==> src/rtl/assert_macros.svh <==
// Assertion macros shared by the RTL of the tangent generator.
// No dependencies; files that check their own logic include this header.
`ifndef ASSERT_MACROS_SVH
`define ASSERT_MACROS_SVH

// Check that a condition holds at every clock edge out of reset.
`define TTG_ASSERT(name, prop, msg) \
  name: assert property (@(posedge clk_i) disable iff (!rst_ni) (prop)) else $error(msg);

// Check that a trigger is followed by a condition on the next clock edge.
`define TTG_ASSERT_NEXT(name, trig, cons, msg) \
  name: assert property (@(posedge clk_i) disable iff (!rst_ni) (trig) |=> (cons)) else $error(msg);

`endif

==> src/rtl/ttg_pkg.sv <==
// Types, state codes and constants of the tangent generator.
// No dependencies; used by the MAC, the root/divide unit and the top level.
package ttg_pkg;

  localparam int unsigned COORD_WIDTH_DEF = 32;
  localparam int unsigned UNIT_WIDTH_DEF  = 16;

  localparam int unsigned WORK_W  = 64;
  localparam int unsigned FIT_W   = 32;
  localparam int unsigned MAC_A_W = 36;
  localparam int unsigned MAC_B_W = 32;
  localparam int unsigned ROOT_W  = 32;

  localparam logic [WORK_W-1:0] FIT_HI    = 64'h0000_0000_4000_0000;
  localparam logic [WORK_W-1:0] FIT_LO    = 64'h0000_0000_2000_0000;
  localparam logic [WORK_W-1:0] SQRT_BIT0 = 64'h4000_0000_0000_0000;

  localparam logic [1:0] LAST_SLOT = 2'd2;

  typedef logic signed [WORK_W-1:0]  work_t;
  typedef logic signed [FIT_W-1:0]   fit_t;
  typedef logic signed [MAC_A_W-1:0] mac_a_t;
  typedef logic signed [MAC_B_W-1:0] mac_b_t;

  typedef enum logic [9:0] {
    ST_IDLE   = 10'b00_0000_0001,
    ST_DELTA  = 10'b00_0000_0010,
    ST_FMAX   = 10'b00_0000_0100,
    ST_FNORM  = 10'b00_0000_1000,
    ST_FAPPLY = 10'b00_0001_0000,
    ST_FDONE  = 10'b00_0010_0000,
    ST_MAC    = 10'b00_0100_0000,
    ST_SQRT   = 10'b00_1000_0000,
    ST_DIV    = 10'b01_0000_0000,
    ST_EMIT   = 10'b10_0000_0000
  } state_e;

  typedef enum logic [3:0] {
    PH_EDGE = 4'b0001,
    PH_UV   = 4'b0010,
    PH_TAN  = 4'b0100,
    PH_PROJ = 4'b1000
  } phase_e;

  typedef enum logic [3:0] {
    PG_FACE = 4'b0001,
    PG_DOT  = 4'b0010,
    PG_PROJ = 4'b0100,
    PG_LEN  = 4'b1000
  } prog_e;

  typedef enum logic [1:0] {
    IT_SQRT = 2'b01,
    IT_DIV  = 2'b10
  } it_mode_e;

  typedef struct packed {
    logic   go;
    logic   clr;
    logic   neg;
    mac_a_t a;
    mac_b_t b;
  } mac_op_t;

  typedef struct packed {
    logic     go;
    it_mode_e mode;
  } it_req_t;

endpackage

==> src/rtl/ttg_mac.sv <==
// Shared multiply-accumulate unit: registered product, then accumulate.
// Depends on ttg_pkg.
module ttg_mac (
  input  logic             clk_i,
  input  logic             rst_ni,
  input  ttg_pkg::mac_op_t op_i,
  output ttg_pkg::work_t   acc_o
);

  localparam int unsigned PROD_W = ttg_pkg::MAC_A_W + ttg_pkg::MAC_B_W;

  logic signed [PROD_W-1:0] prod_d, prod_q;
  logic                     pv_q, pclr_q, pneg_q;
  ttg_pkg::work_t           term, acc_d, acc_q;

  assign prod_d = $signed(op_i.a) * $signed(op_i.b);

  always_comb begin
    term  = pneg_q ? -ttg_pkg::work_t'(prod_q) : ttg_pkg::work_t'(prod_q);
    acc_d = acc_q;
    if (pv_q) begin
      acc_d = pclr_q ? term : acc_q + term;
    end
  end

  always_ff @(posedge clk_i or negedge rst_ni) begin
    if (!rst_ni) begin
      pv_q   <= 1'b0;
      pclr_q <= 1'b0;
      pneg_q <= 1'b0;
    end else begin
      pv_q   <= op_i.go;
      pclr_q <= op_i.clr;
      pneg_q <= op_i.neg;
    end
  end

  always_ff @(posedge clk_i) begin
    prod_q <= prod_d;
    acc_q  <= acc_d;
  end

  assign acc_o = acc_q;

endmodule

==> config.mk <==
export PLATFORM = sky130hd
export DESIGN_NAME = ttg_mac
export DESIGN_NICKNAME = d
export VERILOG_FILES = /design/src/rtl/assert_macros.svh /design/src/rtl/ttg_pkg.sv /design/src/rtl/ttg_mac.sv
export SDC_FILE = /design/constraint.sdc
export NUM_CORES = 2
export LEC_CHECK = 0
export BUFFER_PORTS_ARGS = -buffer_cell sky130_fd_sc_hd__buf_2
export CORE_MARGIN = 2
export CORE_UTILIZATION = 40
export CTS_BUF_LIST = sky130_fd_sc_hd__clkbuf_8
export DETAILED_ROUTE_END_ITERATION = 7
export MAX_ROUTING_LAYER = met4
export PLACE_DENSITY_LB_ADDON = 0.1
export SYNTH_ARGS = -nofsm -noshare
export SYNTH_HDL_FRONTEND = slang
export SYNTH_SLANG_ARGS = --single-unit
==> constraint.sdc <==
create_clock -name clk_i -period 6.2 [get_ports clk_i]
set_input_delay 0.62 -clock clk_i [delete_from_list [all_inputs] [get_ports clk_i]]
set_output_delay 0.62 -clock clk_i [all_outputs]
set_load 0.01 [all_outputs]
==> reports/results.txt <==
Clk_lat worst skew: 0.49 ns
Max-slew headroom: 40.9%
FF+latch count, synth: 131
CTS HTree Levels: 4
Slowest-stage cell, CP: fa_1
Share of the synthesized area in the top cell type: 48.8%
Failing checks: setup timing
CP endpoint kind: flip-flop
Critical Path RT: 6.57 ns
Die X-Extent: 349 um
Main synth FF type: edfxtp_1
WL final: 144000 um
CP Launch Type: primary input
Setup CP Type: primary input to flip-flop
Crit share post-route: 115%
Maximum buffer depth of the clock tree: 2
Setup Skew: 0.0238 ns
Min Clock Period, post-route: 7.10 ns
Synth cell types: 84
Syn nets: 6622
Syn_area_per_cell: 9.24 um^2
Antenna Nets Post-Route: 0
WP buf/inv: 6
Final worst slack: -0.903 ns
DIE HEIGHT: 349 um
Max-cap violations: 0
Sink Count: 131
Fillers: 11200
Status: complete, but fails checks
# DRC: 0
Drt pass-1 iters: 5
EDFF count, synth: 64
Seq/Total Area, Yosys: 6.90%
Hold Crit Class: primary input to flip-flop
Vias/cell: 5.02
RSZ-0062 raised after global routing: yes
WP data arrival: 7.47 ns
Area growth syn-to-layout: 22.0%
I/O Buffers: 136
Initial core utilization: 40.3%
Largest net degree at the start of global routing: 66
Final Max Slew Viols: 0
Antenna violations before repair: 2
Vias in the first global route: 38600
Wire per inst: 20.0 um
Endpoints failing hold: 0
Post-synthesis simple-gate area fraction: 16.6%
Largest delay contributor family on the critical path: adder cells
Adder-cell share of the synthesized area: 55.4%
Total die area: 121000 um^2
First-pass GRT wire length: 228000 um
Most used cell, CP: fa_1
Core footprint: 118000 um^2
Multiplexer area fraction after synthesis: 0.274%
Via count: 36200
FP Rows: 126
Root buffer cell: clkbuf_8
Main combinational cell family by area after synthesis: adder cells
Worst-margin pin slew: 0.887 ns
Ports: 137
Num CTS Buffers: 17
FMAX: 141 MHz
Mapped cell area: 47500 um^2
Post-synth top area cell: fa_1
Placed Cells: 7066
Synth async-reset ratio: 2.29%
GRT Util Overall: 24.9%
Crit path max fanout: 8
Gpl congestion: 0.895
Largest cells by area after synthesis: fa_1 (49%), inv_1 (8.2%), and2_1 (7.4%)
Worst-path clk slew: 0.08 ns
Core Util, Final: 49.1%
Grt ovf: 0
Fin nets: 7143
Synth Area in Compound Gates: 6.97%
Iteration-0 DRC Markers: 2089
Non-Filler Instances: 7213
WHS: 0.240 ns
Setup violations, final: 42
Layout cells sized above 1: 21.8%
Mapped Cells: 5140
CP max stage delay: 0.57 ns
Post-synthesis xor/xnor area fraction: 3.52%
Yosys warns: 0
HPWL Detailed: 122000 um
CTS tree: built
==> cell usage in the layout, fill, tap and decap left out, types with 19 or more instances in the layout <==
master and n:
buf_8 37, fa_1 1042, nand2_2 28, inv_2 44, nand3_1 28, a21o_1 79, nand4_1 29, fa_2 116
nand2_1 656, edfxtp_1 64, buf_2 72, o21a_1 20, and2_1 521, nand2b_1 19, nor2_1 111, and2_4 41
o21ai_0 86, xor2_1 43, o21bai_1 22, buf_12 61, a21oi_1 115, buf_6 112, inv_1 989, xnor2_1 137
nor3_1 21, ha_4 38, dfxtp_1 64, o31ai_1 23, a21oi_2 24, ha_1 213, buf_4 472
==> synth_stat cells (all sizes together), types with 13 or more instances <==
cell type  count
ha           251
a21o          79
xnor2        147
nand2        697
nand2b        19
o21a          20
buf           13
a21oi        144
o31ai         30
inv         1035
nand4         30
a31oi         17
o21ai        119
fa          1158
and2         562
or3           18
nand3         32
dfxtp         64
clkbuf       261
nor2         119
edfxtp        64
o21bai        25
nor2b         15
nor3          28
xor2          44
and3          18
==> metal layers <==
| metal | up-vias | routed length, um | global-route usage [%] |
|---|---|---|---|
| li1 | 16500 | - | - |
| met1 | 18800 | 71400 | 37.9 |
| met2 | 856 | 63300 | 37.1 |
| met3 | 70 | 8080 | 2.44 |
| met4 | 0 | 1630 | 2.45 |
| met5 | - | 0 | - |
==> worst paths after layout <==
kind	start	end	slack (ns)	cells after the start
worst max-delay path	op_i[22]	prod_q[44]	-0.90	25
worst min-delay path	op_i[70]	pv_q	0.24	1
worst max register to register	prod_q[2]	acc_o[49]	0.76	17
worst min register to register	prod_q[63]	acc_o[63]	0.66	2
max in group asynchronous	rst_ni	pneg_q	5.63	2
min in group asynchronous	rst_ni	pv_q	0.45	2
==> cell type report <==
| class | instances | area (um^2) | share of cell area (%) |
|---|---|---|---|
| Sequential cell | 131 | 3280 | 5.66 |
| Tap cell | 1536 | 1920 | 3.32 |
| Multi-Input combinational cell | 3700 | 41000 | 70.7 |
| Clock inverter | 15 | 140 | 0.242 |
| Inverter | 1035 | 3890 | 6.71 |
| Clock buffer | 17 | 234 | 0.404 |
| Antenna cell | 3 | 7.51 | 0.0130 |
| Timing Repair Buffer | 776 | 7520 | 13.0 |
==> sequential cells by signal, indices dropped and copies added (netlist names) <==
signal and count:
acc_o 64, prod_q 64, pclr_q 1, pneg_q 1, pv_q 1
==> per-stage QoR <==
stage	setup TNS [ns]	worst slack (ns)	cell area [um^2]
final	-25.25	-0.903	58000
after detailed placement	-66.58	-1.99	53700
after global routing	-33.01	-1.06	57900
after global placement	-65.95	-1.97	53700
after floorplan	-28.73	-1.24	48500
after CTS	-24.44	-0.913	56600
==> timing repair <==
item / in CTS / in global routing
setup buffers: 69 / 31
resized for setup: 448 / 246
cloned: 8 / 6
pin swaps: 204 / 183
endpoints found under the hold margin: 3 / 0
endpoints found under the setup margin: 49 / 48
hold buffers: 1 / 0
==> cell families (layout without fill, tap and decap cells) <==
group	Yosys count	after routing
AO/OA/AOI/OAI	513	513
AND/OR/NAND/NOR	1575	1575
buffers and inverters	1309	1843
flip-flops	131	131
adder cells (fa/ha/maj)	1409	1409
other	0	3
multiplexers	12	12
XOR/XNOR	191	191
Power is left out: the tool's default activity adds up to more than one toggle a clock period on the data nets, which glitch-free logic cannot reach.
