`config.mk`:
```
export PLATFORM = sky130hd
export DESIGN_NAME = ttg_root_div
export DESIGN_NICKNAME = d
export VERILOG_FILES = /design/src/rtl/assert_macros.svh /design/src/rtl/ttg_pkg.sv /design/src/rtl/ttg_root_div.sv
export SDC_FILE = /design/constraint.sdc
export NUM_CORES = 1
export LEC_CHECK = 0
export ABC_CLOCK_PERIOD_IN_PS = 9710
export BUFFER_PORTS_ARGS = -buffer_cell sky130_fd_sc_hd__buf_2
export CORE_MARGIN = 5
export CORE_UTILIZATION = 33
export CTS_BUF_LIST = sky130_fd_sc_hd__clkbuf_4
export DETAILED_ROUTE_END_ITERATION = 12
export GPL_TIMING_DRIVEN = 0
export SKIP_CTS_REPAIR_TIMING = 1
export SLEW_MARGIN = 25
export SYNTH_ARGS = -nofsm -noshare
export SYNTH_HDL_FRONTEND = slang
export SYNTH_SLANG_ARGS = --single-unit
```
`constraint.sdc`:
```
create_clock -name clk_i -period 9.71 [get_ports clk_i]
set_clock_uncertainty 0.15 [all_clocks]
set_input_delay 0.971 -clock clk_i [delete_from_list [all_inputs] [get_ports clk_i]]
set_output_delay 0.971 -clock clk_i [all_outputs]
set_load 0.01 [all_outputs]
```
`src/rtl/assert_macros.svh`:
```
// Assertion macros shared by the RTL of the tangent generator.
// No dependencies; files that check their own logic include this header.
`ifndef ASSERT_MACROS_SVH
`define ASSERT_MACROS_SVH

// Check that a condition holds at every clock edge out of reset.
`define TTG_ASSERT(name, prop, msg) \
  name: assert property (@(posedge clk_i) disable iff (!rst_ni) (prop)) else $error(msg);

// Check that a trigger is followed by a condition on the next clock edge.
`define TTG_ASSERT_NEXT(name, trig, cons, msg) \
  name: assert property (@(posedge clk_i) disable iff (!rst_ni) (trig) |=> (cons)) else $error(msg);

`endif

```
`src/rtl/ttg_pkg.sv`:
```
// Types, state codes and constants of the tangent generator.
// No dependencies; used by the MAC, the root/divide unit and the top level.
package ttg_pkg;

  localparam int unsigned COORD_WIDTH_DEF = 32;
  localparam int unsigned UNIT_WIDTH_DEF  = 16;

  localparam int unsigned WORK_W  = 64;
  localparam int unsigned FIT_W   = 32;
  localparam int unsigned MAC_A_W = 36;
  localparam int unsigned MAC_B_W = 32;
  localparam int unsigned ROOT_W  = 32;

  localparam logic [WORK_W-1:0] FIT_HI    = 64'h0000_0000_4000_0000;
  localparam logic [WORK_W-1:0] FIT_LO    = 64'h0000_0000_2000_0000;
  localparam logic [WORK_W-1:0] SQRT_BIT0 = 64'h4000_0000_0000_0000;

  localparam logic [1:0] LAST_SLOT = 2'd2;

  typedef logic signed [WORK_W-1:0]  work_t;
  typedef logic signed [FIT_W-1:0]   fit_t;
  typedef logic signed [MAC_A_W-1:0] mac_a_t;
  typedef logic signed [MAC_B_W-1:0] mac_b_t;

  typedef enum logic [9:0] {
    ST_IDLE   = 10'b00_0000_0001,
    ST_DELTA  = 10'b00_0000_0010,
    ST_FMAX   = 10'b00_0000_0100,
    ST_FNORM  = 10'b00_0000_1000,
    ST_FAPPLY = 10'b00_0001_0000,
    ST_FDONE  = 10'b00_0010_0000,
    ST_MAC    = 10'b00_0100_0000,
    ST_SQRT   = 10'b00_1000_0000,
    ST_DIV    = 10'b01_0000_0000,
    ST_EMIT   = 10'b10_0000_0000
  } state_e;

  typedef enum logic [3:0] {
    PH_EDGE = 4'b0001,
    PH_UV   = 4'b0010,
    PH_TAN  = 4'b0100,
    PH_PROJ = 4'b1000
  } phase_e;

  typedef enum logic [3:0] {
    PG_FACE = 4'b0001,
    PG_DOT  = 4'b0010,
    PG_PROJ = 4'b0100,
    PG_LEN  = 4'b1000
  } prog_e;

  typedef enum logic [1:0] {
    IT_SQRT = 2'b01,
    IT_DIV  = 2'b10
  } it_mode_e;

  typedef struct packed {
    logic   go;
    logic   clr;
    logic   neg;
    mac_a_t a;
    mac_b_t b;
  } mac_op_t;

  typedef struct packed {
    logic     go;
    it_mode_e mode;
  } it_req_t;

endpackage

```
`src/rtl/ttg_root_div.sv`:
```
// Bit-serial unit shared by the integer square root and the restoring divide.
// Depends on ttg_pkg.
module ttg_root_div #(
  parameter int unsigned QW = 15
) (
  input  logic                        clk_i,
  input  logic                        rst_ni,
  input  ttg_pkg::it_req_t            req_i,
  input  logic [ttg_pkg::WORK_W-1:0]  x_i,
  input  logic [ttg_pkg::WORK_W-1:0]  d_i,
  output logic                        done_o,
  output logic [ttg_pkg::ROOT_W-1:0]  res_o
);

  localparam int unsigned W = ttg_pkg::WORK_W;

  logic [W-1:0]       rem_q, rem_d, bit_q, bit_d, root_q, root_d, sub, diff;
  logic               ge;
  logic [5:0]         cnt_q, cnt_d;
  logic               run_q, run_d, done_q, done_d;
  ttg_pkg::it_mode_e  mode_q, mode_d;

  assign sub  = (mode_q == ttg_pkg::IT_SQRT) ? root_q + bit_q : bit_q;
  assign diff = rem_q - sub;
  assign ge   = rem_q >= sub;

  always_comb begin
    rem_d  = rem_q;
    bit_d  = bit_q;
    root_d = root_q;
    cnt_d  = cnt_q;
    run_d  = run_q;
    mode_d = mode_q;
    done_d = 1'b0;
    if (req_i.go) begin
      run_d  = 1'b1;
      mode_d = req_i.mode;
      rem_d  = x_i;
      root_d = '0;
      if (req_i.mode == ttg_pkg::IT_SQRT) begin
        bit_d = ttg_pkg::SQRT_BIT0;
        cnt_d = 6'd31;
      end else begin
        bit_d = d_i << (QW - 1);
        cnt_d = 6'(QW - 1);
      end
    end else if (run_q) begin
      if (ge) begin
        rem_d = diff;
      end
      if (mode_q == ttg_pkg::IT_SQRT) begin
        root_d = ge ? (root_q >> 1) + bit_q : root_q >> 1;
        bit_d  = bit_q >> 2;
      end else begin
        root_d = {root_q[W-2:0], ge};
        bit_d  = bit_q >> 1;
      end
      cnt_d = cnt_q - 6'd1;
      if (cnt_q == '0) begin
        run_d  = 1'b0;
        done_d = 1'b1;
      end
    end
  end

  always_ff @(posedge clk_i or negedge rst_ni) begin
    if (!rst_ni) begin
      run_q  <= 1'b0;
      done_q <= 1'b0;
      cnt_q  <= '0;
      mode_q <= ttg_pkg::IT_SQRT;
    end else begin
      run_q  <= run_d;
      done_q <= done_d;
      cnt_q  <= cnt_d;
      mode_q <= mode_d;
    end
  end

  always_ff @(posedge clk_i) begin
    rem_q  <= rem_d;
    bit_q  <= bit_d;
    root_q <= root_d;
  end

  assign done_o = done_q;
  assign res_o  = root_q[ttg_pkg::ROOT_W-1:0];

endmodule

```
==> qor.yml <==
cts:
  h-tree-depth: 2
  path_clk_slew_ns: 0.08
  cts_buffers: 58
  clkSinkCount: 202
  clock_latency_ns: 0.83
  root_buffer: "clkbuf_4"
  clockBufferDepth: 3
  cts_tree: "yes"
die:
  dieArea_sq_um: 70600
  fp.dieH_um: 266
  core_sq_um: 64600
  ioPinCount: 166
  placementRows: 93
  start_util: 0.334
  die_w_um: 266
route:
  drc: 0
  wl_met3_um: 5260
  dr.max_layer_used: "met4"
  routedWlPerCell_um: 21.2
  via_per_inst: 5.69
  ant_nets: 0
  wl_met1_um: 37700
  wirelength_um: 82500
  drt-initial-drc-count: 1795
  drtPass1Iterations: 6
  dr_wl_met2_um: 35900
  vias: 22200
pwr:
  switching_share: 0.485
  pwr-share-comb: 0.627
  powerDensity_nw_per_um2: 249
  p_int_uw: 3110
  switchingPower_uw: 2930
  p_clk_frac: 0.138
  pwr-share-seq: 0.235
  p_leak_uw: 0.0106
  vdd_drop_max_uv: 136
min_path:
  hold_end: "rem_q[4]"
  hold_start: "x_i[4]"
  min_path_type: "input pin to flop"
  min_path_cells: 3
yosys:
  synth_nets: 3115
  muxShareOfSynthArea: 0.0230
  synth_edf_count: 128
  synth-seq-cells: 202
  synth_seq_area_share: 0.249
  synth_compound_area_frac: 0.311
  synthSimpleGateAreaFrac: 0.180
  ys.warnings.count: 0
  yosys.area_share.adder: 0.114
  syn_area_sq_um: 21600
  synthXorXnorAreaFrac: 0.0669
  ys.flop_type: "edfxtp_1"
  yosysMostFrequentCell: "a21oi_1"
  syn_avg_cell_area_sq_um: 7.75
  ys_types: 92
  async_flop_share: 0.0495
  synth_top_cells_by_area: "edfxtp_1, ha_1, a21oi_1"
  synth_top_family_by_area: "compound AO/OA/AOI/OAI gates"
  synthCells: 2787
  synth_top_area_share: 0.178
  synthTopCellsByCount: "a21oi_1, nand2_1, o21ai_0"
  synth.largest_area_cell: "edfxtp_1"
critical_path:
  cp_max_fo: 45
  slowest_delay_ns: 0.80
  reg2reg_to: "rem_q[63]"
  crit_path_start: "root_q[1]"
  cp.arrival_ns: 8.94
  cp-start-kind: "flop"
  r2r-start: "root_q[1]"
  cp-end-kind: "flop"
  cp_slowest_cell: "nor4_1"
  cp.required_ns: 10.01
  r2r_slack_ns: 1.07
  crit_type: "flop to flop"
  ff2ff_path_depth: 25
place:
  place_hpwl_um: 65800
  io_buffers: 150
  pre_cts_slack_ns: 1.27
  dp_cells: 3795
  gp_congestion: 0.938
  place_area_sq_um: 23500
grt:
  grt_max_degree: 46
  grt_pass1_vias: 21000
  grt_antenna_before_repair: 1
  grt.total_usage: 0.222
  globalRouteOverflowTotal: 0
  grt_pass1_wl_um: 124000
cells_and_area:
  fillers: 6884
  final_cell_count_no_fill: 3900
  final_area_sq_um: 24200
  syn_to_final_growth_pct: 12.3
  drive_above_1_share: 0.120
  nNetsFinal: 3329
sta:
  fin_setup_tns_ns: 0
  slew_violations: 0
  relSlewSlack: 0.271
  layout_min_cycle_time_ns: 8.64
  setup_viol: 0
  layout_setup_ws_ns: 1.07
  post-route-period-util: 0.890
  max_freq_mhz: 116
  tightestPinTransition_ns: 1.09
  final_hold_viol_count: 0
  rsz0062_at_grt: "false"
run:
  cap_violations: 0
run_status:
  status: "finished clean"
==> power by group through the flow <==
stage	combinational (uW)	sequential, uW	clock (uW)
floorplan	2810	1340	0
global placement	3680	1440	0
detailed placement	3700	1430	0
CTS	3730	1410	850
global route	4170	1430	895
finish	3790	1420	833
==> how the worst max path moves through the flow <==
| stage | end | depth (start not counted) |
|---|---|---|
| after floorplan | rem_q[0] | 25 |
| after global placement | rem_q[56] | 27 |
| after CTS | rem_q[32] | 28 |
| final | rem_q[63] | 25 |
| after detailed placement | rem_q[57] | 28 |
| after global routing | rem_q[63] | 28 |
==> sequential cells by signal, indices dropped and copies added (netlist names) <==
name and count:
cnt_q 6, root_q 64, mode_q 2, bit_q 64, rem_q 64, done_o 1
run_q 1
==> kinds of logic after synthesis <==
logic type / after synthesis
buffers and inverters: 275
and+or+nand+nor: 825
DFF: 202
xor gates and xnor gates: 165
AOI/OAI and AO/OA: 1076
adders and majority gates: 195
muxes: 49
==> per-layer routing <==
| layer | track usage | vias to the layer above |
|---|---|---|
| met3 | 0.0266 | 188 |
| met4 | 0.0914 | 0 |
| li1 | - | 10700 |
| met5 | 0 | - |
| met1 | 0.312 | 10400 |
| met2 | 0.347 | 887 |
==> per-stage QoR <==
stage / power, uW / hold WS, ns / util
finish: 6040 / 0.271 / 0.375
global route: 6490 / 0.239 / 0.375
CTS: 5990 / -0.171 / 0.375
detailed placement: 5130 / 0.363 / 0.364
global placement: 5120 / 0.365 / 0.363
floorplan: 4150 / 0.322 / -
==> placed cells by master, fill, tap and decap left out, drive strengths merged, types with 42 or more instances in the layout <==
cell type and instances:
a21oi 378, nand2 337, o21ai 263, clkbuf 226, buf 217, ha 192, nor2 161, a21o 135
edfxtp 128, xnor2 97, inv 73, xor2 68, dfxtp 64, and2 62, nand4 61, mux2i 44
nand3 42
==> worst max-delay path, delay by kind of cell (launching register included) <==
kind,cells,cell delay [ns]
compound gates,10,3.18
simple gates,9,2.72
buf+inv,4,1.02
fa+ha+maj,2,0.61
flops,1,0.49
==> cell type report <==
class | count | area [sq um] | area share
well taps | 855 | 1070 | 0.0441
inverters | 71 | 269 | 0.0111
clock inverters | 15 | 86.3 | 0.00356
multi-input cells | 2310 | 15000 | 0.619
diodes | 3 | 7.51 | 0.000310
flip-flops and latches | 202 | 5380 | 0.222
repair buffers | 154 | 823 | 0.0340
clock buffers | 86 | 646 | 0.0266
plain buffers | 204 | 950 | 0.0392
(Power assumes the default switching activity.)
